## config.mk

```make
export PLATFORM = sky130hd
export DESIGN_NAME = pmid_root_cell
export DESIGN_NICKNAME = d
export VERILOG_FILES = /design/src/sv/pmid_pkg.sv /design/src/sv/pmid_root_cell.sv
export SDC_FILE = /design/constraint.sdc
export NUM_CORES = 1
export LEC_CHECK = 0
export BUFFER_PORTS_ARGS = -buffer_cell sky130_fd_sc_hd__buf_2
export CORE_MARGIN = 2
export CORE_UTILIZATION = 52
export CTS_CLUSTER_SIZE = 16
export DETAILED_ROUTE_END_ITERATION = 12
export PLACE_DENSITY = 0.85
export SETUP_SLACK_MARGIN = 0.3
export SYNTH_ARGS = -nofsm -noshare
export SYNTH_HDL_FRONTEND = slang
export SYNTH_SLANG_ARGS = --single-unit
```

## constraint.sdc

```tcl
create_clock -name clk -period 5.7 [get_ports clk]
set_input_delay 0.57 -clock clk [delete_from_list [all_inputs] [get_ports clk]]
set_output_delay 0.57 -clock clk [all_outputs]
set_load 0.005 [all_outputs]
```

## src/sv/pmid_pkg.sv

```systemverilog
// shared types and constants of the periodic minimum image distance block
package pmid_pkg;

  // default configuration
  localparam int DIMS_DEF       = 3;
  localparam int COORD_BITS_DEF = 20;

  // fixed field widths
  localparam int SIDE_BITS    = 20;
  localparam int DIST_BITS    = 40;
  localparam int CFG_IDX_BITS = 2;
  localparam int NUM_SIDES    = 3;

  // register indexes of the configuration port
  localparam logic [CFG_IDX_BITS-1:0] REG_SIDE_X = 2'd0;
  localparam logic [CFG_IDX_BITS-1:0] REG_SIDE_Y = 2'd1;
  localparam logic [CFG_IDX_BITS-1:0] REG_SIDE_Z = 2'd2;

  // side value after reset
  localparam logic [SIDE_BITS-1:0] SIDE_RESET = '1;

  // control that travels alongside each item
  typedef struct packed {
    logic valid;
    logic func;
    logic oob;
  } pmid_ctl_t;

  // one result beat
  typedef struct packed {
    logic [DIST_BITS-1:0] dist_value;
    logic                 out_of_box;
  } pmid_res_t;

endpackage

```

## src/sv/pmid_root_cell.sv

```systemverilog
// one cell of the square root chain: settles one root bit from two radicand bits
module pmid_root_cell #(
  parameter int ROOT_W = pmid_pkg::COORD_BITS_DEF + 1
) (
  input  logic                     clk,
  input  logic                     rst,
  input  logic                     adv,
  input  pmid_pkg::pmid_ctl_t      ctl_in,
  input  logic [2*ROOT_W-1:0]      rad_in,
  input  logic [ROOT_W-1:0]        q_in,
  input  logic [ROOT_W+1:0]        rem_in,
  output pmid_pkg::pmid_ctl_t      ctl_out,
  output logic [2*ROOT_W-1:0]      rad_out,
  output logic [ROOT_W-1:0]        q_out,
  output logic [ROOT_W+1:0]        rem_out
);

  localparam int SUM_W = 2*ROOT_W;
  localparam int RW    = ROOT_W + 2;

  logic [RW-1:0] rem_sh;
  logic [RW-1:0] trial;
  logic          ge;

  // bring down the next two radicand bits and try the next root bit
  assign rem_sh = {rem_in[RW-3:0], rad_in[SUM_W-1 -: 2]};
  assign trial  = {q_in, 2'b01};
  assign ge     = rem_sh >= trial;

  // control register
  always_ff @(posedge clk) begin
    if (rst) begin
      ctl_out <= '0;
    end else if (adv) begin
      ctl_out <= ctl_in;
    end
  end

  // partial root and remainder; radicand rotates so the full sum comes out the end
  always_ff @(posedge clk) begin
    if (adv) begin
      rad_out <= {rad_in[SUM_W-3:0], rad_in[SUM_W-1 -: 2]};
      q_out   <= {q_in[ROOT_W-2:0], ge};
      rem_out <= ge ? (rem_sh - trial) : rem_sh;
    end
  end

endmodule

```

==> metrics.txt <==
cell row count 33; final hold viol count 0; CTS max path bufs 2; highest cell delay on the worst timing path 950 ps; most frequent standard cell in the layout excluding fill and tap cells sky130_fd_sc_hd__buf_2; CP Launch Type primary input; count of cells resized by post-cts repair 0; IO buf count 178; portion of total power attributed to combinational logic 20.2%; DRC Markers 0; number of global-route vias before repair 3303; data arrival at the endpoint of the critical path 3670 ps; fraction of final layout cells sized beyond drive strength 1 38.9%; final setup skew 0 ps; final sum of negative setup slack 0 ps; total congestion overflow after global routing 0; Avg WL per Cell 17.1 um; Non-Filler Cell Area, Final 0.00558 mm^2; Reg power frac 51.0%; H-tree Lvls 3; chip width 96.1 um; switching power share of the total 26.9%; DRC marker count from the first detailed-route iteration 185; Reg2Reg Launch Point ctl_out[0]$_SDFFE_PP0P_; overall track demand over capacity in global routing 23.5%; worst setup margin 2150 ps; Nets 647; fin. max-slew vios 0; max frequency 281 MHz; time the worst path needs with I/O delays and setup 3550 ps; initial antenna violation count 0; Final Core Density 67.9%; synth top area cells sky130_fd_sc_hd__edfxtp_1, sky130_fd_sc_hd__ha_1, sky130_fd_sc_hd__a21oi_1; number of detailed-route iterations in the first pass 4; area of the core region 0.00822 mm^2; maximum net fanout on the critical path 24; post-detailed-route count of antenna-violating nets 0; die area 0.00923 mm^2; clock-pin slew on the worst setup and hold paths 90 ps; number of flops mapped to enable cells by yosys 86; critical path start-end classification in -> reg; fraction of the cycle the final worst path needs 62.3%; portion of total power attributed to the clock network 28.9%; share of synthesized registers carrying an async set or reset 0%; number of failing setup endpoints in the final timing report 0; Hold Buf Count CTS 0; source-to-sink clock delay at the later pin of the worst-skew pair 350 ps; power spent charging and discharging nets 0.426 mW; top flip-flop cell by instance count after synthesis sky130_fd_sc_hd__edfxtp_1; Crit-path slowest cell sky130_fd_sc_hd__and2_1; Internal Dissipation 1.16 mW; maximum vdd ir drop 0.000117 V; overall routed net length 11.0 mm; Final HPWL DP 8.37 mm; number of warnings printed during yosys synthesis 0; Syn Inst Count 353; worst min-delay path class in -> reg; clock net sink count 89; Worst Setup End Kind register; top cell type by total area after synthesis sky130_fd_sc_hd__edfxtp_1; worst slew margin relative to its limit 26.3%; part of the Yosys area used for sequential elements 60.0%; cell family with most CP delay simple AND/OR/NAND/NOR gates; hold worst-path end rad_out[27]$_DFFE_PP_; RD Place Congestion 0.877; Hold Startpoint rad_in[25]; number of synthesized register bits 89; Synthesized Nets 468; clock tree from TritonCTS yes; placed cell areas 0.00537 mm^2; DR vias/cell 5.44; Antenna Cells 0; slew at the pin with the worst max-slew slack 1110 ps; post-synthesis instance area 0.00441 mm^2; clock root buffer sky130_fd_sc_hd__clkbuf_8; initial standard-cell utilization of the core 53.6%; y dimension of the die 96.1 um; Worst R2R Setup Slack 5060 ps; WP buf/inv 2; post-placement setup slack 1740 ps; count of cells along the worst hold path 1; number of buffers inserted during clock tree synthesis 9; buffers inserted during post-CTS setup optimization 0; leakage component of the power 2.48 nW; depth of the most critical reg-to-reg path 2; unrepaired setup endpoints after global routing no; count of distinct cell types in the synthesized netlist 54; pin count of the biggest net entering global routing 90; area added between synthesis and finish 26.7%; CP Data Required Time 5810 ps; result of the run finished clean; share of Yosys cell area claimed by the top area cell type 58.6%; most frequent cells in the layout sky130_fd_sc_hd__buf_2, sky130_fd_sc_hd__edfxtp_1, sky130_fd_sc_hd__inv_1, sky130_fd_sc_hd__a21oi_1, sky130_fd_sc_hd__nor2_1; maxcap violations 0; power density over the cells 283 mW/mm^2; Critical R2R Capture ctl_out[0]$_SDFFE_PP0P_; post-synthesis average cell area 12.5 um^2; total via count in the routed design 3491; wire length of the first global-routing pass 16.4 mm; Boundary Pins 181; critical-path cell list buf_2 > inv_1 > ha_1 > or3_4 > o221ai_2 > a21boi_2 > o211ai_2 > and2_1 > mux2_2
-- layout make-up --
class                      count  area (um^2)
sequential                    89         2640
fill                         632         2630
inverter                      31          116
timing repair buffer         178          893
clock buffer                  10          138
tap                          105          131
multi-input combinational    223         1590
clock inverter                 6         75.1
-- logic make-up (layout without fill, tap and decap cells) --
group                      count (synthesis)  after routing  share of synthesized area (%)
and+or+nand+nor                           82             82                           8.94
muxes                                     20             20                           4.91
AOI/OAI and AO/OA                         84             84                           12.8
buffers and inverters                     41            225                           4.03
DFF                                       89             89                           60.0
adders and majority gates                 23             23                           6.53
xor gates and xnor gates                  14             14                           2.78
-- layer usage --
layer,wire [um],GRT usage [%],vias to the layer above,share of wire [%]
met5,0,0,-,0
met4,115,6.07,0,1.1
met3,898,5.79,10,8.2
met2,5620,42.1,137,51
met1,4320,28.2,1662,39
li1,-,-,1682,-
-- worst reg2reg max path, stage by stage (launching register included) --
cell                      delay, ps
sky130_fd_sc_hd__dfxtp_1        330
sky130_fd_sc_hd__mux2i_1        160
sky130_fd_sc_hd__nor2_1          60
-- flip-flops by register name (all words and copies together), names as in the netlist --
name     cells
rad_out     42
rem_out     23
q_out       21
ctl_out      3
-- power groups by stage --
| stage | Combinational (mW) | Clock, mW | Sequential, mW |
|---|---|---|---|
| 2_1_floorplan | 0.166 | 0 | 0.831 |
| 3_3_place_gp | 0.309 | 0 | 0.819 |
| 3_5_place_dp | 0.317 | 0 | 0.822 |
| 4_1_cts | 0.318 | 0.469 | 0.807 |
| 5_1_grt | 0.356 | 0.490 | 0.814 |
| 6_report | 0.319 | 0.456 | 0.806 |
-- through the flow --
stage | total power, mW | instances | hold WS [ps]
2_1_floorplan | 0.997 | 353 | 485
3_3_place_gp | 1.13 | 626 | 477
3_5_place_dp | 1.14 | 626 | 475
4_1_cts | 1.59 | 642 | 372
5_1_grt | 1.66 | 642 | 367
6_report | 1.58 | 642 | 382
-- Yosys cell counts (all sizes together), types with 2 or more instances --
cell type and count:
dfxtp 3, xor2 3, edfxtp 86, and3 2, o21a 8, and2 2
nor3 4, a21oi 24, a21o 3, nand4 4, nand3 16, or2 2
nor2 24, nor2b 2, o31ai 7, nand2 19, ha 23, a21boi 3
xnor2 11, mux2i 7, mux2 13, buf 8, nor4 2, o21bai 2
clkbuf 2, o21ai 20, o2111ai 2, inv 31
-- worst max-delay path by stage --
| stage | startpoint | to | slack, ps | depth (start not counted) |
|---|---|---|---|---|
| after global placement | q_in[2] | rem_out[4]$_DFFE_PP_ | 1800 | 9 |
| after floorplan | q_in[2] | rem_out[11]$_DFFE_PP_ | 3060 | 10 |
| after detailed placement | q_in[2] | rem_out[6]$_DFFE_PP_ | 1740 | 9 |
| after global routing | q_in[2] | rem_out[6]$_DFFE_PP_ | 1880 | 9 |
| final | q_in[2] | rem_out[6]$_DFFE_PP_ | 2150 | 9 |
| after CTS | q_in[2] | rem_out[6]$_DFFE_PP_ | 2130 | 9 |
(Power assumes the default switching activity.)
