[config.mk]
export PLATFORM = sky130hd
export DESIGN_NAME = pmid_lane
export DESIGN_NICKNAME = d
export VERILOG_FILES = /design/src/sv/pmid_pkg.sv /design/src/sv/pmid_lane.sv
export SDC_FILE = /design/constraint.sdc
export NUM_CORES = 1
export LEC_CHECK = 0
export BUFFER_PORTS_ARGS = -buffer_cell sky130_fd_sc_hd__buf_2
export CAP_MARGIN = 20
export CORE_MARGIN = 1.5
export CORE_UTILIZATION = 70
export DETAILED_ROUTE_END_ITERATION = 7
export GPL_ROUTABILITY_DRIVEN = 0
export PLACE_DENSITY = 0.89
export SLEW_MARGIN = 30
export SYNTH_ARGS = -nofsm -noshare
export SYNTH_HDL_FRONTEND = slang
export SYNTH_SLANG_ARGS = --single-unit
[constraint.sdc]
create_clock -name clk -period 10.79 [get_ports clk]
set_input_delay 0.5395 -clock clk [delete_from_list [all_inputs] [get_ports clk]]
set_output_delay 0.5395 -clock clk [all_outputs]
set_load 0.005 [all_outputs]
[src/sv/pmid_pkg.sv]
// shared types and constants of the periodic minimum image distance block
package pmid_pkg;

  // default configuration
  localparam int DIMS_DEF       = 3;
  localparam int COORD_BITS_DEF = 20;

  // fixed field widths
  localparam int SIDE_BITS    = 20;
  localparam int DIST_BITS    = 40;
  localparam int CFG_IDX_BITS = 2;
  localparam int NUM_SIDES    = 3;

  // register indexes of the configuration port
  localparam logic [CFG_IDX_BITS-1:0] REG_SIDE_X = 2'd0;
  localparam logic [CFG_IDX_BITS-1:0] REG_SIDE_Y = 2'd1;
  localparam logic [CFG_IDX_BITS-1:0] REG_SIDE_Z = 2'd2;

  // side value after reset
  localparam logic [SIDE_BITS-1:0] SIDE_RESET = '1;

  // control that travels alongside each item
  typedef struct packed {
    logic valid;
    logic func;
    logic oob;
  } pmid_ctl_t;

  // one result beat
  typedef struct packed {
    logic [DIST_BITS-1:0] dist_value;
    logic                 out_of_box;
  } pmid_res_t;

endpackage

[src/sv/pmid_lane.sv]
// one dimension: range check, absolute difference, periodic fold and square
module pmid_lane #(
  parameter int COORD_BITS = pmid_pkg::COORD_BITS_DEF
) (
  input  logic                    clk,
  input  logic                    adv,
  input  logic [COORD_BITS-1:0]   side,
  input  logic [COORD_BITS-1:0]   p,
  input  logic [COORD_BITS-1:0]   q,
  output logic [2*COORD_BITS-1:0] sq,
  output logic                    oob
);

  logic [COORD_BITS-1:0] mag1;
  logic                  oob1;
  logic [COORD_BITS-1:0] mag2;
  logic                  oob2;
  logic                  fold;

  // stage 1: coordinate range check and magnitude of the difference
  always_ff @(posedge clk) begin
    if (adv) begin
      oob1 <= (p >= side) || (q >= side);
      mag1 <= (p >= q) ? (p - q) : (q - p);
    end
  end

  // stage 2: take the nearer image when twice the magnitude exceeds the side
  assign fold = {mag1, 1'b0} > {1'b0, side};

  always_ff @(posedge clk) begin
    if (adv) begin
      oob2 <= oob1;
      mag2 <= fold ? (side - mag1) : mag1;
    end
  end

  // stage 3: square
  always_ff @(posedge clk) begin
    if (adv) begin
      oob <= oob2;
      sq  <= (2*COORD_BITS)'(mag2) * (2*COORD_BITS)'(mag2);
    end
  end

endmodule

==> metrics.txt, run 1 <==
global route total overflow 0; MaxCap Viol Count 0; clk buf depth 2; register bit total from synthesis 82; H-Tree Level Count 3; Slew HR 0.310; post-synth top area share 0.305; status complete, but fails checks; final wirelength 45300 um; Mapped Nets 2559; Final Slew Violations 0; Crit Path Max Fanout 22; PostCTS Resize Cnt 0; Yosys warnings 0; CP bufs+invs 3; Critical Path End Type register; Detail Route Antenna Nets 0; DR WL/cell 19.4 um; Area Overhead vs Synth 5.48%; Arr. time, crit path 7680 ps; clock slew at reported path FFs 70 ps; Worst Setup Start Kind register; CP Cell Sequence nand2_1 -> fa_1 -> inv_1 -> fa_1 -> fa_1 -> fa_1 -> inv_1 -> fa_1 -> inv_1 -> fa_1 -> fa_1 -> ha_1 -> o21a_1 -> o21a_1 -> o2bb2ai_1 -> o21ai_1 -> a31oi_2 -> o31ai_2 -> a211oi_1 -> xnor2_1; Worst path top cell family by delay adder cells; asr flop ratio synth 0; Largest stage delay, worst path 1030 ps; Root Driver clkbuf_16; starting DRC count in detailed routing 1265; most common cell in the synthesized netlist inv_1; top cells by area, synth fa_1, ha_1, edfxtp_1; Final setup violation count 0; actual slew at the worst max-slew pin 1040 ps; final worst slack 3210 ps; drc violations 17; failing checks DRC; CP max-delay cell edfxtp_1; most frequent cell on the critical path fa_1; Post-CTS Setup Bufs 0; fin nets 2610; HPWL after DPL 36600 um; Hold Fails Final Rpt 0; Peak Freq 132 MHz; io pins 103; layout cells sized above 1 0.0754; # rows 59; pin count of the biggest net entering global routing 61; ANT cells 0; gate count of the mapped netlist 1946; dpl ws 3500 ps; synth cell count leaders inv_1, fa_1, ha_1, nand2_1, a21oi_1; Syn Area/Cell 9.46 um^2; IO buf count 101; routed vias/inst 6.13; Clk Latency, worst-skew pair 360 ps; first-pass GRT wire length 75200 um; DIE AREA 0.0273 mm^2; CORE AREA 0.0259 mm^2; CTS buffer count 9; RSZ-0062 raised after global routing false; Syn Std Cell Area 0.0184 mm^2; cts hold-fix bufs 0; WP data required 10890 ps; Most used DFF post-synth edfxtp_1; register area share after synthesis 0.134; CTS Sinks 82; Clock Skews 10.8 ps; clock tree from TritonCTS done; DRT Pass-1 Iters 8; vias in the first global route 15700; Yosys top cell by area fa_1; Netlist cell types 71; initial antenna violation count 0; number of flops mapped to enable cells by yosys 82; hold crit path type register to register; Initial Util 0.711; Overall Global Routing Usage 0.355; Crit Path Class register to register; die span in x 165 um; vias post-DR 14300; Tcrit/Tclk final 0.702; fin crit period 7580 ps; setup TNS 0 ps; Die Y 165 um
## per-layer routing
layer,wire (um),vias to the layer above,share of wire,GRT usage
met5,0,-,0,0
met4,2300,0,0.051,0.186
met3,3970,216,0.088,0.0639
met2,22800,821,0.50,0.615
met1,16300,6938,0.36,0.423
li1,-,6362,-,-
## sequential cells by signal (all words and copies together), names as in the netlist
name	count
oob1	1
mag2	20
mag1	20
oob2	1
sq	39
oob	1
## worst paths after layout
check	end	slack, ps	startpoint	cells past startpoint
setup reg to reg	sq[36]	3210	mag2[8]	20
hold / removal	oob	420	oob2	0
hold reg to reg	oob	420	oob2	0
setup / recovery	sq[36]	3210	mag2[8]	20
## final cells by class
| type | count | area [um^2] |
|---|---|---|
| repair buffers | 106 | 546 |
| flip-flops and latches | 82 | 2460 |
| multi-input cells | 1375 | 14100 |
| clock inverters | 6 | 80.1 |
| fillers | 1709 | 6490 |
| clock buffers | 10 | 229 |
| well taps | 335 | 419 |
| inverters | 423 | 1590 |
## cell usage in the layout (no fill, tap or decap), types with 10 or more instances in the layout
cell      Yosys  routed
a21o_1       67      66
a21oi_1      91      91
and2_1       81      81
buf_2         5     100
edfxtp_1     82      82
fa_1        281     281
ha_1        270     270
inv_1       423     423
mux2i_1      23      23
nand2_1     153     153
nand2b_1     10      10
nand3_1      16      16
nand4_1      14      14
nor2_1       52      52
nor2b_1      22      22
nor3_1       17      17
o21a_1       15      15
o21ai_0      44      44
o21bai_1     12      12
xnor2_1      49      49
xor2_1       39      39
## per-stage QoR
step,utilization,cell area [um^2],instances,hold WS [ps]
floorplan,-,18400,1946,400
global placement,0.738,19100,2321,404
detailed placement,0.738,19100,2321,419
CTS,0.750,19400,2337,418
global route,0.750,19400,2337,447
finish,0.750,19400,2337,420
## kinds of logic after synthesis
| kind of cell | share of synthesized area |
|---|---|
| compound gates | 0.115 |
| buf+inv | 0.101 |
| mux | 0.0143 |
| flops | 0.134 |
| simple gates | 0.106 |
| fa+ha+maj | 0.489 |
| xor+xnor | 0.0419 |
| other cells | 0.000204 |
## worst register-to-register path, delay by kind of cell, from the launching register on
family | cells | cell delay [ps]
AOI/OAI and AO/OA | 7 | 1800
adders and majority gates | 8 | 4020
buffers and inverters | 3 | 180
and+or+nand+nor | 1 | 190
DFF | 1 | 1030
xor gates and xnor gates | 1 | 100
Power of run 1 is left out: the tool's default activity adds up to more than one toggle a clock period on the data nets, which glitch-free logic cannot reach.
==> run 2: changes to the inputs <==
- CORE_UTILIZATION: 70 -> 65
- PLACE_DENSITY: 0.89 -> 0.83
- clock period: 10.79 -> 7.6 ns (I/O delays scaled with it)
==> metrics.txt, run 2 (synthesis results as in run 1) <==
most frequent cell on the critical path fa_1; status finished, final reports clean; actual slew at the worst max-slew pin 839 ps; global route total overflow 0; Final setup violation count 0; Arr. time, crit path 7410 ps; Final Slew Violations 0; CORE AREA 0.0279 mm^2; IO buf count 101; DRT Pass-1 Iters 6; initial antenna violation count 0; Critical Path End Type register; Clock Skews 15.8 ps; Hold Fails Final Rpt 0; CTS Sinks 82; first-pass GRT wire length 71200 um; CP Cell Sequence nand2_1 -> fa_1 -> inv_1 -> fa_1 -> inv_1 -> fa_1 -> inv_1 -> fa_1 -> fa_1 -> fa_1 -> fa_1 -> ha_1 -> a21o_1 -> a21o_1 -> a221o_1 -> a31oi_2 -> o31ai_2 -> a211oi_1 -> xnor2_1; Detail Route Antenna Nets 0; cts hold-fix bufs 0; Slew HR 0.441; Largest regs sq (39), mag1 (20), mag2 (20); clk buf depth 2; Initial Util 0.661; Root Driver clkbuf_16; ANT cells 0; WP data required 7710 ps; Overall Global Routing Usage 0.311; Worst Setup SP mag2[7]; fin crit period 7290 ps; io pins 103; pin count of the biggest net entering global routing 83; commonest cells after routing, fill and taps aside inv_1, fa_1, ha_1, nand2_1, buf_2; vias in the first global route 14900; most flop-heavy register sq; H-Tree Level Count 3; final wirelength 42400 um; DIE AREA 0.0294 mm^2; Area Overhead vs Synth 6.50%; PostCTS Resize Cnt 0; HPWL after DPL 35300 um; CP max-delay cell edfxtp_1; # rows 61; RSZ-0062 raised after global routing false; vias post-DR 13800; MaxCap Viol Count 0; Clk Latency, worst-skew pair 380 ps; FF+latch area 0.00246 mm^2; starting DRC count in detailed routing 896; Crit Path Max Fanout 21; clock tree from TritonCTS done; Critical R2R Launch mag2[7]; DR WL/cell 17.7 um; Post-CTS Setup Bufs 0; Worst Setup Start Kind register; routed vias/inst 5.77; fin nets 2623; layout cells sized above 1 0.0824; flip-flop count of the largest register after layout 39; FILL cells 1988; Peak Freq 137 MHz; drc violations 0; clock slew at reported path FFs 60 ps; worst hold path startpoint oob1; CTS buffer count 9; Die Y 171 um; Tcrit/Tclk final 0.959; Worst path top cell family by delay adder cells; CP bufs+invs 3; Largest stage delay, worst path 900 ps; Crit Path Class register to register; die span in x 171 um; hold crit path type register to register; setup TNS 0 ps; most common cell after layout, fill and taps aside inv_1; Multi-input gate area 0.0141 mm^2
## run 2: worst paths after layout
| check | to | slack (ps) | cells past startpoint |
|---|---|---|---|
| hold / removal | oob2 | 420 | 0 |
| setup reg to reg | sq[36] | 310 | 19 |
| hold reg to reg | oob2 | 420 | 0 |
| setup / recovery | sq[36] | 310 | 19 |
## run 2: metal layers
metal | vias to the layer above | share of wire | global-route usage
met5 | - | 0 | 0
met4 | 0 | 0.032 | 0.119
met3 | 94 | 0.079 | 0.0532
met2 | 583 | 0.49 | 0.531
met1 | 6755 | 0.40 | 0.397
li1 | 6384 | - | -
## run 2: per-stage QoR
step                setup WS, ps  hold slack (ps)  instances  cell area, um^2  utilization
floorplan                    895              400       1946            18400            -
global placement             639              404       2377            19300        0.692
detailed placement           448              410       2377            19300        0.692
CTS                          431              426       2393            19600        0.704
global route                63.7              434       2393            19600        0.704
finish                       308              425       2393            19600        0.704
## run 2: final cells by class
class                           instances  share of cell area
Clock buffer                           10              0.0117
Clock inverter                          6             0.00568
Inverter                              423              0.0810
Multi-Input combinational cell       1375               0.719
Sequential cell                        82               0.126
Tap cell                              378              0.0241
Timing Repair Buffer                  119              0.0330
Power of run 2 is left out for the same reason.
==> run 3: changes to the inputs <==
- ABC_AREA: default -> 1
- BUFFER_PORTS_ARGS: -buffer_cell sky130_fd_sc_hd__buf_2 -> -buffer_cell sky130_fd_sc_hd__buf_4
- CTS_CLUSTER_SIZE: default -> 12
==> metrics.txt, run 3 <==
status complete, but fails checks; failing checks DRC; fin crit period 7020 ps; hold crit path type register to register; die span in x 180 um; CP bufs+invs 5; Detail Route Antenna Nets 0; Netlist cell types 40; top cells by area, synth fa_1, ha_1, nand2_1; CORE AREA 0.0307 mm^2; DIE AREA 0.0324 mm^2; final core occ 0.706; # rows 64; fin nets 3422; CP Capture Point sq[28]; synth cell count leaders nand2_1, inv_1, fa_1, ha_1, nor2_1; Crit Path Max Fanout 21; most frequent cell on the critical path nand2_1; Clk Latency, worst-skew pair 380 ps; cts hold-fix bufs 0; pin count of the biggest net entering global routing 83; CP max-delay cell edfxtp_1; HPWL after DPL 45900 um; first-pass GRT wire length 90400 um; Die Y 180 um; Worst path top cell family by delay adder cells; H-Tree Level Count 3; most flop-heavy register sq; Final setup violation count 0; CP Cell Sequence nand2_1 -> inv_1 -> fa_1 -> ha_1 -> inv_1 -> o21bai_1 -> fa_1 -> fa_1 -> ha_1 -> fa_1 -> inv_1 -> fa_1 -> inv_1 -> ha_1 -> nand2_1 -> inv_1 -> a21oi_1 -> nand3_1 -> nand2_1 -> nand2_1 -> nand2_1 -> nand2_1 -> nand2_1 -> nand2_1; initial antenna violation count 0; flip-flop count of the largest register after layout 39; Crit Path Class register to register; vias post-DR 17900; final wirelength 54200 um; Root Driver clkbuf_16; actual slew at the worst max-slew pin 901 ps; Post-CTS Setup Bufs 0; io pins 103; setup TNS 0 ps; PostCTS Resize Cnt 0; worst reg-to-reg setup slack 580 ps; starting DRC count in detailed routing 1605; register area share after synthesis 0.121; routed vias/inst 5.58; Final Slew Violations 0; layout cells sized above 1 0.0526; Critical Path End Type register; WP data required 7740 ps; register bit total from synthesis 82; Yosys top cell by area fa_1; Yosys warnings 0; drc violations 2; Worst Setup Start Kind register; FF+latch area 0.00246 mm^2; Overall Global Routing Usage 0.351; CP Depth 24; MaxCap Viol Count 0; Initial Util 0.663; IO buf count 101; Reg2Reg Depth 24; Largest stage delay, worst path 880 ps; dpl ws 807 ps; Critical R2R Launch mag2[7]; CTS buffer count 9; Syn Area/Cell 7.42 um^2; ANT cells 0; global route total overflow 0; Multi-input gate area 0.0150 mm^2; commonest cells after routing, fill and taps aside nand2_1, inv_1, fa_1, ha_1, nor2_1; DR WL/cell 16.9 um; most common cell in the synthesized netlist nand2_1; Clock Skews 14.1 ps; Most used DFF post-synth edfxtp_1; Slew HR 0.399; clock slew at reported path FFs 70 ps; CTS Sinks 82; vias in the first global route 18700; Syn Std Cell Area 0.0204 mm^2; clk buf depth 2; Arr. time, crit path 7160 ps; post-synth top area share 0.276; DRT Pass-1 Iters 8; RSZ-0062 raised after global routing false; number of flops mapped to enable cells by yosys 82; Peak Freq 142 MHz; final worst slack 581 ps; most common cell after layout, fill and taps aside nand2_1; Area Overhead vs Synth 6.41%; FILL cells 2435; gate count of the mapped netlist 2749; asr flop ratio synth 0; reg2reg end sq[28]; Hold Fails Final Rpt 0; Largest regs sq (39), mag1 (20), mag2 (20); Tcrit/Tclk final 0.924; Mapped Nets 3362; clock tree from TritonCTS done; Worst Setup SP mag2[7]
## run 3: changes by cell type after synthesis, moves of 13 or more
cell,before,now
clkbuf_1,57,27
and2_1,81,6
mux2i_1,23,0
xnor2_1,49,17
inv_1,423,688
a21o_1,67,3
o21a_1,15,0
nor2_1,52,145
nand2_1,153,817
nand3_1,16,94
nor2b_1,22,0
buf_1,1,14
## run 3: kinds of logic after synthesis
logic type / share of synthesized area
XOR/XNOR: 0.0288
AND/OR/NAND/NOR: 0.221
buffers and inverters: 0.141
other: 0.000184
AO/OA/AOI/OAI: 0.0461
flip-flops: 0.121
adder cells (fa/ha/maj): 0.441
## run 3: final cells by class
cell class,instances,share of cell area
clock inverters,7,0.00346
well taps,396,0.0228
multi-input cells,1917,0.693
clock buffers,9,0.0104
inverters,695,0.120
repair buffers,104,0.0362
flip-flops and latches,82,0.113
## run 3: per-layer routing
| layer | vias up | global-route usage | routed length [um] |
|---|---|---|---|
| met2 | 888 | 0.614 | 26100 |
| met5 | - | 0 | 0 |
| li1 | 8328 | - | - |
| met4 | 0 | 0.165 | 2680 |
| met3 | 208 | 0.0521 | 4410 |
| met1 | 8485 | 0.430 | 21000 |
## run 3: how the worst min path moves through the flow
stage / from / endpoint / slack (ps) / cells past startpoint
2_1_floorplan: oob2 / oob / 400 / 0
3_3_place_gp: oob1 / oob2 / 400 / 0
3_5_place_dp: oob1 / oob2 / 410 / 0
4_1_cts: oob1 / oob2 / 420 / 0
5_1_grt: oob1 / oob2 / 430 / 0
6_report: oob1 / oob2 / 420 / 0
## run 3: stage by stage
stage          hold WS [ps]  cell area (um^2)  cells
2_1_floorplan           400             20400   2749
3_3_place_gp            401             21400   3194
3_5_place_dp            408             21400   3194
4_1_cts                 423             21700   3210
5_1_grt                 430             21700   3210
6_report                424             21700   3210
Power of run 3 is left out for the same reason.
